[config.mk]
export PLATFORM = sky130hd
export DESIGN_NAME = i2c_master_register_access_core
export DESIGN_NICKNAME = d
export VERILOG_FILES = /design/src/i2cra_pkg.sv /design/src/i2cra_seq.sv /design/src/i2c_master_register_access_core.sv
export SDC_FILE = /design/constraint.sdc
export NUM_CORES = 1
export LEC_CHECK = 0
export ABC_AREA = 1
export BUFFER_PORTS_ARGS = -buffer_cell sky130_fd_sc_hd__buf_2
export CELL_PAD_IN_SITES_DETAIL_PLACEMENT = 1
export CELL_PAD_IN_SITES_GLOBAL_PLACEMENT = 2
export CORE_MARGIN = 1.5
export CORE_UTILIZATION = 29
export CTS_CLUSTER_SIZE = 8
export DETAILED_ROUTE_END_ITERATION = 10
export PLACE_DENSITY_LB_ADDON = 0.1
export SLEW_MARGIN = 20
export SYNTH_ARGS = -nofsm -noshare
export SYNTH_HDL_FRONTEND = slang
export SYNTH_SLANG_ARGS = --single-unit
export TNS_END_PERCENT = 5
[constraint.sdc]
create_clock -name aclk -period 2 [get_ports aclk]
set_input_delay 0.3 -clock aclk [delete_from_list [all_inputs] [get_ports aclk]]
set_output_delay 0.3 -clock aclk [all_outputs]
set_load 0.01 [all_outputs]
[src/i2cra_pkg.sv]
package i2cra_pkg;

    localparam int unsigned TicksW = 16;
    localparam logic [TicksW-1:0] TicksReset = 16'd50;

    // request kinds
    localparam logic KindWrite = 1'b0;
    localparam logic KindRead  = 1'b1;

    // address byte direction bit
    localparam logic RwWrite = 1'b0;
    localparam logic RwRead  = 1'b1;

    typedef struct packed {
        logic       req_valid;
        logic       req_type;
        logic [6:0] dev_addr;
        logic [7:0] reg_addr;
        logic [7:0] wr_data;
        logic [7:0] byte_count;
        logic       sda_in;
    } item_t;

    typedef struct packed {
        logic       scl;
        logic       sda_out;
        logic       sda_oe;
        logic       busy_res;
        logic       rd_valid;
        logic [7:0] rd_data;
        logic       rd_last;
        logic       nack_seen;
    } result_t;

endpackage

[src/i2cra_seq.sv]
module i2cra_seq import i2cra_pkg::*; (
    input  logic              aclk,
    input  logic              aresetn,
    input  logic              step_en,
    input  item_t             item,
    input  logic [TicksW-1:0] half_bit_ticks,
    output result_t           result
);

    typedef enum logic [4:0] {
        PH_IDLE, PH_ST_A, PH_ST_B, PH_SB_A, PH_SB_B, PH_WA_A, PH_WA_B, PH_WA_C,
        PH_GAP, PH_RB_A, PH_RB_B, PH_RB_C, PH_RB_D, PH_RB_E, PH_AK_A, PH_AK_B,
        PH_AK_C, PH_SP_A, PH_SP_B, PH_SP_C, PH_FINAL
    } phase_t;

    typedef struct packed {
        phase_t            phase;
        logic [TicksW-1:0] delay_count;
        logic [3:0]        bit_index;
        logic [7:0]        shift_byte;
        logic [7:0]        bytes_left;
        logic [6:0]        dev;
        logic [7:0]        rega;
        logic [7:0]        wbyte;
        logic              kind;
        logic              nack;
        logic              scl;
        logic              sda;
        logic [1:0]        stage;
        logic              drive;
    } seq_state_t;

    // bus idle with both lines high and SDA driven
    localparam seq_state_t StReset = '{phase: PH_IDLE, scl: 1'b1, sda: 1'b1, drive: 1'b1,
                                       default: '0};

    seq_state_t st_reg, st_next;
    result_t    result_reg, result_next;

    logic [TicksW-1:0] ticks_eff;
    assign ticks_eff = (half_bit_ticks == '0) ? TicksW'(1) : half_bit_ticks;

    always_comb begin
        logic       do_enter;
        phase_t     enter_ph;
        logic       do_load;
        logic [7:0] load_byte;
        logic       do_shift;
        logic [3:0] idx_inc;
        logic [7:0] bl_dec;

        st_next   = st_reg;
        do_enter  = 1'b0;
        enter_ph  = PH_IDLE;
        do_load   = 1'b0;
        load_byte = '0;
        do_shift  = 1'b0;
        idx_inc   = st_reg.bit_index + 4'd1;
        bl_dec    = (st_reg.bytes_left != 8'd0) ? st_reg.bytes_left - 8'd1 : 8'd0;

        result_next          = '0;

        if (st_reg.phase == PH_IDLE) begin
            if (item.req_valid) begin
                st_next.kind       = item.req_type;
                st_next.dev        = item.dev_addr;
                st_next.rega       = item.reg_addr;
                st_next.wbyte      = item.wr_data;
                st_next.bytes_left = (item.byte_count == 8'd0) ? 8'd1 : item.byte_count;
                st_next.nack       = 1'b0;
                st_next.stage      = 2'd0;
                st_next.drive      = 1'b1;
                st_next.sda        = 1'b1;
                st_next.scl        = 1'b1;
                do_enter           = 1'b1;
                enter_ph           = PH_ST_A;
            end
        end else if (st_reg.delay_count > TicksW'(1)) begin
            st_next.delay_count = st_reg.delay_count - TicksW'(1);
        end else begin
            unique case (st_reg.phase)
                PH_ST_A: begin
                    st_next.sda = 1'b0;
                    do_enter = 1'b1; enter_ph = PH_ST_B;
                end
                PH_ST_B: begin
                    st_next.scl = 1'b0;
                    do_load   = 1'b1;
                    load_byte = {st_reg.dev, (st_reg.stage == 2'd2) ? RwRead : RwWrite};
                end
                PH_SB_A: begin
                    st_next.scl = 1'b1;
                    do_enter = 1'b1; enter_ph = PH_SB_B;
                end
                PH_SB_B: begin
                    st_next.scl       = 1'b0;
                    st_next.bit_index = idx_inc;
                    if (idx_inc < 4'd8) begin
                        do_shift = 1'b1;
                    end else begin
                        st_next.drive = 1'b0;
                        do_enter = 1'b1; enter_ph = PH_WA_A;
                    end
                end
                PH_WA_A: begin
                    st_next.scl = 1'b1;
                    do_enter = 1'b1; enter_ph = PH_WA_B;
                end
                PH_WA_B: begin
                    if (item.sda_in) begin
                        st_next.nack = 1'b1;
                    end
                    st_next.drive = 1'b1;
                    st_next.scl   = 1'b0;
                    do_enter = 1'b1; enter_ph = PH_WA_C;
                end
                PH_WA_C: begin
                    if (st_reg.kind == KindWrite) begin
                        do_enter = 1'b1; enter_ph = PH_GAP;
                    end else if (st_reg.stage == 2'd0) begin
                        st_next.stage = 2'd1;
                        do_load = 1'b1; load_byte = st_reg.rega;
                    end else if (st_reg.stage == 2'd1) begin
                        // repeated start before the read address
                        st_next.stage = 2'd2;
                        st_next.sda   = 1'b1;
                        st_next.scl   = 1'b1;
                        do_enter = 1'b1; enter_ph = PH_ST_A;
                    end else begin
                        st_next.scl = 1'b0;
                        do_enter = 1'b1; enter_ph = PH_RB_A;
                    end
                end
                PH_GAP: begin
                    if (st_reg.stage == 2'd0) begin
                        st_next.stage = 2'd1;
                        do_load = 1'b1; load_byte = st_reg.rega;
                    end else if (st_reg.stage == 2'd1) begin
                        st_next.stage = 2'd2;
                        do_load = 1'b1; load_byte = st_reg.wbyte;
                    end else begin
                        st_next.sda = 1'b0;
                        st_next.scl = 1'b0;
                        do_enter = 1'b1; enter_ph = PH_SP_A;
                    end
                end
                PH_RB_A: begin
                    st_next.sda        = 1'b1;
                    st_next.drive      = 1'b0;
                    st_next.bit_index  = 4'd0;
                    st_next.shift_byte = 8'd0;
                    do_enter = 1'b1; enter_ph = PH_RB_B;
                end
                PH_RB_B: begin
                    st_next.scl = 1'b0;
                    do_enter = 1'b1; enter_ph = PH_RB_C;
                end
                PH_RB_C: begin
                    st_next.scl = 1'b1;
                    do_enter = 1'b1; enter_ph = PH_RB_D;
                end
                PH_RB_D: begin
                    st_next.shift_byte = {st_reg.shift_byte[6:0], item.sda_in};
                    st_next.bit_index  = idx_inc;
                    if (idx_inc < 4'd8) begin
                        do_enter = 1'b1; enter_ph = PH_RB_B;
                    end else begin
                        result_next.rd_valid = 1'b1;
                        result_next.rd_data  = {st_reg.shift_byte[6:0], item.sda_in};
                        result_next.rd_last  = (st_reg.bytes_left <= 8'd1);
                        st_next.drive = 1'b1;
                        st_next.scl   = 1'b0;
                        do_enter = 1'b1; enter_ph = PH_RB_E;
                    end
                end
                PH_RB_E: begin
                    st_next.scl = 1'b0;
                    do_enter = 1'b1; enter_ph = PH_AK_A;
                end
                PH_AK_A: begin
                    // ACK all but the last byte
                    st_next.sda = (st_reg.bytes_left > 8'd1) ? 1'b0 : 1'b1;
                    st_next.scl = 1'b1;
                    do_enter = 1'b1; enter_ph = PH_AK_B;
                end
                PH_AK_B: begin
                    st_next.scl = 1'b0;
                    do_enter = 1'b1; enter_ph = PH_AK_C;
                end
                PH_AK_C: begin
                    st_next.bytes_left = bl_dec;
                    if (bl_dec != 8'd0) begin
                        st_next.scl = 1'b0;
                        do_enter = 1'b1; enter_ph = PH_RB_A;
                    end else begin
                        st_next.sda = 1'b0;
                        st_next.scl = 1'b0;
                        do_enter = 1'b1; enter_ph = PH_SP_A;
                    end
                end
                PH_SP_A: begin
                    st_next.scl = 1'b1;
                    do_enter = 1'b1; enter_ph = PH_SP_B;
                end
                PH_SP_B: begin
                    st_next.sda = 1'b1;
                    do_enter = 1'b1; enter_ph = PH_SP_C;
                end
                PH_SP_C: begin
                    if (st_reg.kind == KindWrite) begin
                        do_enter = 1'b1; enter_ph = PH_FINAL;
                    end else begin
                        st_next.phase       = PH_IDLE;
                        st_next.delay_count = '0;
                    end
                end
                default: begin
                    st_next.phase       = PH_IDLE;
                    st_next.delay_count = '0;
                end
            endcase
        end

        if (do_load) begin
            st_next.shift_byte = load_byte;
            st_next.bit_index  = 4'd0;
        end
        if (do_load || do_shift) begin
            st_next.sda        = st_next.shift_byte[7];
            st_next.shift_byte = {st_next.shift_byte[6:0], 1'b0};
            do_enter = 1'b1;
            enter_ph = PH_SB_A;
        end
        if (do_enter) begin
            st_next.phase       = enter_ph;
            st_next.delay_count = ticks_eff;
        end

        result_next.scl       = st_next.scl;
        result_next.sda_oe    = st_next.drive;
        result_next.sda_out   = st_next.drive & st_next.sda;
        result_next.busy_res  = (st_next.phase != PH_IDLE);
        result_next.nack_seen = st_next.nack;
    end

    always_ff @(posedge aclk) begin
        if (!aresetn) begin
            st_reg     <= StReset;
            result_reg <= '0;
        end else if (step_en) begin
            st_reg     <= st_next;
            result_reg <= result_next;
        end
    end

    assign result = result_reg;

endmodule

[src/i2c_master_register_access_core.sv]
// The result for an accepted item is registered and appears on the m_ side
// at the clock edge that accepts it.
// Throughput: one item per cycle; the result register frees whenever m_ready is
// high, so s_ready follows m_ready while a result is held.
// Reset (aresetn low, synchronous): sequencer idle with SCL and SDA high, result
// outputs zero (m_scl low), no result pending, half_bit_ticks back to 50.
module i2c_master_register_access_core import i2cra_pkg::*; (
    input  logic        aclk,
    input  logic        aresetn,

    input  logic        cfg_valid,
    output logic        cfg_ready,
    input  logic [15:0] cfg_data,

    input  logic        s_valid,
    output logic        s_ready,
    input  logic        s_req_valid,
    input  logic        s_req_type,
    input  logic [6:0]  s_dev_addr,
    input  logic [7:0]  s_reg_addr,
    input  logic [7:0]  s_wr_data,
    input  logic [7:0]  s_byte_count,
    input  logic        s_sda_in,

    output logic        m_valid,
    input  logic        m_ready,
    output logic        m_scl,
    output logic        m_sda_out,
    output logic        m_sda_oe,
    output logic        m_busy_res,
    output logic        m_rd_valid,
    output logic [7:0]  m_rd_data,
    output logic        m_rd_last,
    output logic        m_nack_seen
);

    logic [TicksW-1:0] ticks_reg;
    logic              m_valid_reg;
    logic              step_en;
    item_t             item;
    result_t           result;

    assign cfg_ready = 1'b1;
    assign s_ready   = !m_valid_reg || m_ready;
    assign step_en   = s_valid && s_ready;

    always_ff @(posedge aclk) begin
        if (!aresetn) begin
            ticks_reg   <= TicksReset;
            m_valid_reg <= 1'b0;
        end else begin
            if (cfg_valid) begin
                ticks_reg <= cfg_data;
            end
            if (step_en) begin
                m_valid_reg <= 1'b1;
            end else if (m_ready) begin
                m_valid_reg <= 1'b0;
            end
        end
    end

    assign item.req_valid  = s_req_valid;
    assign item.req_type   = s_req_type;
    assign item.dev_addr   = s_dev_addr;
    assign item.reg_addr   = s_reg_addr;
    assign item.wr_data    = s_wr_data;
    assign item.byte_count = s_byte_count;
    assign item.sda_in     = s_sda_in;

    i2cra_seq u_seq (
        .aclk           (aclk),
        .aresetn        (aresetn),
        .step_en        (step_en),
        .item           (item),
        .half_bit_ticks (ticks_reg),
        .result         (result)
    );

    assign m_valid     = m_valid_reg;
    assign m_scl       = result.scl;
    assign m_sda_out   = result.sda_out;
    assign m_sda_oe    = result.sda_oe;
    assign m_busy_res  = result.busy_res;
    assign m_rd_valid  = result.rd_valid;
    assign m_rd_data   = result.rd_data;
    assign m_rd_last   = result.rd_last;
    assign m_nack_seen = result.nack_seen;

endmodule

==> results.txt, run 1 <==
input/output buffers: 71
vias in the first global route: 6849
Gate Count Post-Synth: 934
die footprint: 21500 µm²
ant diodes: 0
Seq/Total Area, Yosys: 34.1%
max reg flops: 71
Wirelength per Cell: 15.5 µm
antenna violations before repair: 0
layout cells sized above 1: 35.5%
Die Height: 147 µm
wire length on met2: 11.2 mm
crit path cell chain: buf_6 -> nor2_4 -> nand2_2 -> inv_2 -> nand2_1 -> nand2_1 -> nor2_4 -> nand2_2 -> nor3_4 -> o21ai_2 -> nor2_4 -> buf_6 -> o21ai_1 -> o21ai_1 -> inv_1
Top-Level Pins: 73
first-pass GRT wire length: 35.4 mm
Final WS setup: 0.0168 ns
largest net degree at the start of global routing: 45
FF+latch count, synth: 102
ys flop type: dfxtp_1
routed metal-1 wirelength: 10.3 mm
synth-to-layout area growth: 46.1%
CTS Hold Bufs: 0
Fill cells: 2610
arrival time at the worst endpoint: 2.25 ns
commonest non-fill, non-tap cell in the layout: nand2_1
minimum clock period: 1.98 ns
FFs w/ async S/R, synth: 0%
maximum vdd ir drop: 0.000412 V
DR vias: 6832
area of the mapped netlist: 5980 µm²
DIE WIDTH: 147 µm
All-Layer GR Usage: 21.0%
final wirelength: 22.3 mm
EDFF count, synth: 0
DP Wirelength: 16.8 mm
critical path class: flip-flop to flip-flop
CTS Buf Count: 9
Worst Clk Skew: 0.00991 ns
most frequent cells in the layout: 165 x nand2_1, 159 x buf_4, 96 x nor2_1, 95 x inv_1, 94 x dfxtp_1
Initial DRT Pass Iterations: 4
worst rel slew slack: 58.7%
GRT overflow: 0
DP Worst Slack: -0.186 ns
Critical Path End Type: flip-flop
CTS sink count: 102
leakage power: 4.24 nW
Least-Margin Pin Slew: 0.617 ns
htree depth: 3
Root Buffer: clkbuf_16
DRC Markers: 0
CTS tree: built
Most Frequent Cell on Critical Path: nor2_4
nets: 1217
Synth warnings: 0
final hold violation count: 0
worst min path class: input port to flip-flop
post-detailed-placement cell area: 7760 µm²
RePlAce Congestion: 0.882
# rows: 52
slowest stage delay, CP: 0.40 ns
Setup violations, final: 0
Iteration-0 DRC Markers: 275
final instance area: 8740 µm²
DRT antenna net count: 0
Total Power: 6.51 mW
CP max FO: 8
Top Metal Used: met4
met3 wire length: 429 µm
CTS Buffer Depth: 2
Mean Syn Cell Area: 6.41 µm²
power per cell area: 745 nW/µm²
RSZ-0062 raised after global routing: true
Tcrit/Tclk final: 99.2%
syn_nets: 994
vias per cell: 4.77
core area: 20200 µm²
fin util: 43.2%
clk_lat worst skew: 0.36 ns
clk slew on worst S/H paths: 0.08 ns
CP required: 2.26 ns
CP max-delay cell: dfxtp_4
maxcap violations: 0
status: completed
fin. max-slew vios: 0
library cells used by synthesis: 50
f_max: 504 MHz
type of origin of the critical path: flip-flop
Initial Util: 29.6%
## critical path, delay by kind of cell, from the launching register on
family | cells | cell delay (ns)
simple gates | 8 | 0.81
buf+inv | 4 | 0.39
flops | 1 | 0.40
compound gates | 3 | 0.29
## cells by family (layout without fill, tap and decap cells)
| kind of cell | after synthesis | in the layout | synth area share (%) |
|---|---|---|---|
| adder cells (fa/ha/maj) | 5 | 5 | 1.05 |
| XOR/XNOR | 9 | 9 | 1.32 |
| other | 1 | 1 | 0.0627 |
| AND/OR/NAND/NOR | 431 | 432 | 32.0 |
| flip-flops | 102 | 102 | 34.1 |
| AO/OA/AOI/OAI | 226 | 226 | 20.7 |
| buffers and inverters | 160 | 387 | 10.7 |
## cell type report
type | count | area [µm²] | area share (%)
Clock buffer | 9 | 225 | 2.58
Sequential cell | 102 | 2060 | 23.6
Clock inverter | 7 | 71.3 | 0.816
Tap cell | 270 | 338 | 3.86
Multi-Input combinational cell | 673 | 3750 | 42.9
Inverter | 125 | 499 | 5.71
Timing Repair Buffer | 246 | 1800 | 20.6
## layer usage
metal,track usage (%),vias to the layer above
met4,5.86,0
met2,37.5,67
met1,26.3,3237
met5,0,-
met3,2.81,18
li1,-,3510
## synth_stat cells (3+ instances only)
library cell | count | area, µm²
a211oi_1 | 5 | 37.5
a21oi_1 | 77 | 385
a221oi_1 | 3 | 26.3
a31oi_1 | 5 | 31.3
buf_2 | 9 | 45.0
buf_4 | 6 | 45.0
clkbuf_1 | 18 | 67.6
dfxtp_1 | 102 | 2040
ha_1 | 5 | 62.6
inv_1 | 105 | 394
inv_2 | 16 | 60.1
nand2_1 | 192 | 721
nand2_2 | 5 | 31.3
nand3_1 | 53 | 265
nand3_2 | 3 | 30.0
nand4_1 | 9 | 56.3
nor2_1 | 124 | 465
nor2_2 | 9 | 56.3
nor2_4 | 8 | 90.1
nor3_1 | 12 | 60.1
nor4_1 | 5 | 31.3
o211a_1 | 3 | 30.0
o211ai_1 | 10 | 75.1
o21ai_0 | 86 | 430
o21ai_1 | 24 | 120
o31ai_1 | 3 | 22.5
or2_2 | 3 | 18.8
xor2_1 | 9 | 78.8
## worst paths after layout
path,slack (ns),cells past startpoint,end,from
worst max-delay path,0.02,15,u_seq.st_reg[57],u_seq.st_reg[68]
worst min-delay path,0.15,3,u_seq.st_reg[27],s_dev_addr[4]
worst max register to register,0.02,15,u_seq.st_reg[57],u_seq.st_reg[68]
worst min register to register,0.46,2,u_seq.st_reg[16],u_seq.st_reg[16]
## through the flow
stage          cells  setup TNS (ns)  hold WS, ns
2_1_floorplan    934               0        0.424
3_3_place_gp    1395           -3.35        0.435
3_5_place_dp    1395           -4.25        0.445
4_1_cts         1417         -0.0154        0.140
5_1_grt         1432           -3.35        0.150
6_report        1432               0        0.150
## where the power goes
part / total, mW / switching, mW / internal, mW
Sequential: 2.28 / 0.103 / 2.17
Combinational: 2.40 / 1.32 / 1.08
Clock: 1.83 / 0.941 / 0.887
## repair_timing
action,in CTS,in global routing
setup endpoints to repair,58,70
pin swaps,21,40
cloned,1,0
gates resized for setup,68,90
setup buffers,5,15
Power figures use the tool's default switching activity.
==> run 2: changes to the inputs <==
--- a/config.mk
+++ b/config.mk
@@ -6,14 +6,16 @@
 export NUM_CORES = 1
 export LEC_CHECK = 0
 export ABC_AREA = 1
-export BUFFER_PORTS_ARGS = -buffer_cell sky130_fd_sc_hd__buf_2
 export CELL_PAD_IN_SITES_DETAIL_PLACEMENT = 1
 export CELL_PAD_IN_SITES_GLOBAL_PLACEMENT = 2
+export CORE_ASPECT_RATIO = 0.5
 export CORE_MARGIN = 1.5
-export CORE_UTILIZATION = 29
+export CORE_UTILIZATION = 31
 export CTS_CLUSTER_SIZE = 8
 export DETAILED_ROUTE_END_ITERATION = 10
+export DONT_BUFFER_PORTS = 1
 export PLACE_DENSITY_LB_ADDON = 0.1
+export RECOVER_POWER = 25
 export SLEW_MARGIN = 20
 export SYNTH_ARGS = -nofsm -noshare
 export SYNTH_HDL_FRONTEND = slang
==> results.txt, run 2 (synthesized netlist as in run 1, its figures left out) <==
All-Layer GR Usage: 23.0% (was 21.0%)
RSZ-0062 raised after global routing: true (unchanged)
ant diodes: 0 (unchanged)
status: finished, violations left (was completed)
Die Height: 101 µm (was 147 µm)
final hold violation count: 0 (unchanged)
Setup violations, final: 15 (was 0)
GRT overflow: 0 (unchanged)
DP Wirelength: 17.2 mm (was 16.8 mm)
clk slew on worst S/H paths: 0.07 ns (was 0.08 ns)
Final WS setup: -0.0323 ns (was 0.0168 ns)
max reg flops: 71 (unchanged)
htree depth: 3 (unchanged)
CP max FO: 6 (was 8)
synth-to-layout area growth: 35.0% (was 46.1%)
DIE WIDTH: 199 µm (was 147 µm)
nets: 1133 (was 1217)
commonest non-fill, non-tap cell in the layout: nand2_1 (unchanged)
CTS Buffer Depth: 2 (unchanged)
final instance area: 8080 µm² (was 8740 µm²)
CTS Buf Count: 9 (unchanged)
layout cells sized above 1: 27.5% (was 35.5%)
Least-Margin Pin Slew: 0.986 ns (was 0.617 ns)
Iteration-0 DRC Markers: 219 (was 275)
maxcap violations: 0 (unchanged)
clk_lat worst skew: 0.36 ns (about the same)
Root Buffer: clkbuf_16 (unchanged)
Initial DRT Pass Iterations: 4 (unchanged)
die footprint: 20200 µm² (was 21500 µm²)
arrival time at the worst endpoint: 2.33 ns (was 2.25 ns)
critical path class: flip-flop to flip-flop (unchanged)
Most Frequent Cell on Critical Path: buf_4 (was nor2_4)
# rows: 35 (was 52)
power per cell area: 795 nW/µm² (was 745 nW/µm²)
most frequent cells in the layout: 173 x nand2_1, 154 x buf_4, 108 x nor2_1, 100 x inv_1, 96 x dfxtp_1 (was 165 x nand2_1, 159 x buf_4, 96 x nor2_1, 95 x inv_1, 94 x dfxtp_1)
worst min path class: input port to flip-flop (unchanged)
DRC Markers: 0 (unchanged)
Tcrit/Tclk final: 102% (was 99.2%)
failing checks: negative setup slack
Top-Level Pins: 73 (unchanged)
Worst Clk Skew: 0.00915 ns (was 0.00991 ns)
minimum clock period: 2.03 ns (was 1.98 ns)
Initial Util: 32.1% (was 29.6%)
post-detailed-placement cell area: 7310 µm² (was 7760 µm²)
fin util: 43.3% (was 43.2%)
CTS Hold Bufs: 0 (unchanged)
vias per cell: 4.96 (was 4.77)
Final Hold Slack: 0.0401 ns (was 0.150 ns)
fin. max-slew vios: 0 (unchanged)
core area: 18700 µm² (was 20200 µm²)
RePlAce Congestion: 0.911 (was 0.882)
slowest stage delay, CP: 0.33 ns (was 0.40 ns)
largest net degree at the start of global routing: 60 (was 45)
CP max-delay cell: dfxtp_2 (was dfxtp_4)
f_max: 492 MHz (was 504 MHz)
crit path cell chain: inv_2 -> ha_4 -> inv_2 -> nor2_2 -> nand2_1 -> nand2_2 -> nand2_4 -> nor2_4 -> buf_4 -> buf_4 -> buf_4 -> a31oi_1 -> or2_0 -> a21oi_1 (was buf_6 -> nor2_4 -> nand2_2 -> inv_2 -> nand2_1 -> nand2_1 -> nor2_4 -> nand2_2 -> nor3_4 -> o21ai_2 -> nor2_4 -> buf_6 -> o21ai_1 -> o21ai_1 -> inv_1)
Total Power: 6.42 mW (was 6.51 mW)
antenna violations before repair: 0 (unchanged)
first-pass GRT wire length: 35.7 mm (was 35.4 mm)
CP required: 2.29 ns (was 2.26 ns)
Wirelength per Cell: 16.6 µm (was 15.5 µm)
leakage power: 3.78 nW (was 4.24 nW)
maximum vdd ir drop: 0.000390 V (was 0.000412 V)
type of origin of the critical path: flip-flop (unchanged)
CTS tree: built (unchanged)
Critical Path End Type: flip-flop (unchanged)
DP Worst Slack: -0.250 ns (was -0.186 ns)
input/output buffers: 0 (was 71)
CTS sink count: 102 (unchanged)
DRT antenna net count: 0 (unchanged)
vias in the first global route: 6797 (was 6849)
worst rel slew slack: 34.2% (was 58.7%)
final wirelength: 22.3 mm (about the same)
DR vias: 6635 (was 6832)
run 2: cell count changes in the layout (fill, tap and decap cells not counted), sizes merged:
cell,before,now
clkbuf,9,11
clkinv,5,3
nand2,199,198
buf,246,162
bufinv,0,1
run 2: worst max-delay path, delay by kind of cell (launching register included):
kind / cells / cell delay [ns]
and+or+nand+nor: 6 / 0.78
buffers and inverters: 5 / 0.51
DFF: 1 / 0.33
AOI/OAI and AO/OA: 2 / 0.18
adders and majority gates: 1 / 0.15
run 2: metrics by stage:
step | cells | setup TNS [ns]
6_report | 1337 | -0.156
3_5_place_dp | 1305 | -5.99
4_1_cts | 1331 | -0.171
5_1_grt | 1337 | -6.35
2_1_floorplan | 934 | 0
3_3_place_gp | 1305 | -5.09
run 2: final timing paths:
check / from / endpoint / slack [ns] / cells past startpoint
worst max-delay path: u_seq.st_reg[50] / u_seq.st_reg[35] / -0.03 / 14
worst min-delay path: cfg_valid / ticks_reg[4] / 0.04 / 1
worst max register to register: u_seq.st_reg[50] / u_seq.st_reg[35] / -0.03 / 14
worst min register to register: u_seq.st_reg[13] / u_seq.st_reg[13] / 0.45 / 2
run 2: final cells by class:
type | instances | area (µm²)
fillers | 2441 | 10600
multi-input cells | 672 | 3570
flip-flops and latches | 102 | 2060
repair buffers | 163 | 1310
inverters | 125 | 494
well taps | 259 | 324
clock buffers | 10 | 239
clock inverters | 6 | 78.8
run 2: metal layers:
metal / wire (µm) / GRT usage (%)
met1: 10900 / 30.3
met2: 10100 / 38.8
met3: 846 / 4.33
met4: 400 / 5.73
met5: 0 / 0
run 2: report_power, final:
part | switching [mW] | leakage, nW | internal, mW
sequential | 0.103 | 0.838 | 2.17
combinational | 1.27 | 2.79 | 0.966
clock | 0.883 | 0.154 | 1.03
total | 2.25 | 3.78 | 4.17
run 2: what timing repair did:
action / CTS / global route
buffers inserted: 9 / 6
pin swaps: 19 / 19
setup endpoints to repair: 46 / 80
resized for setup: 74 / 33
cloned: 1 / 0
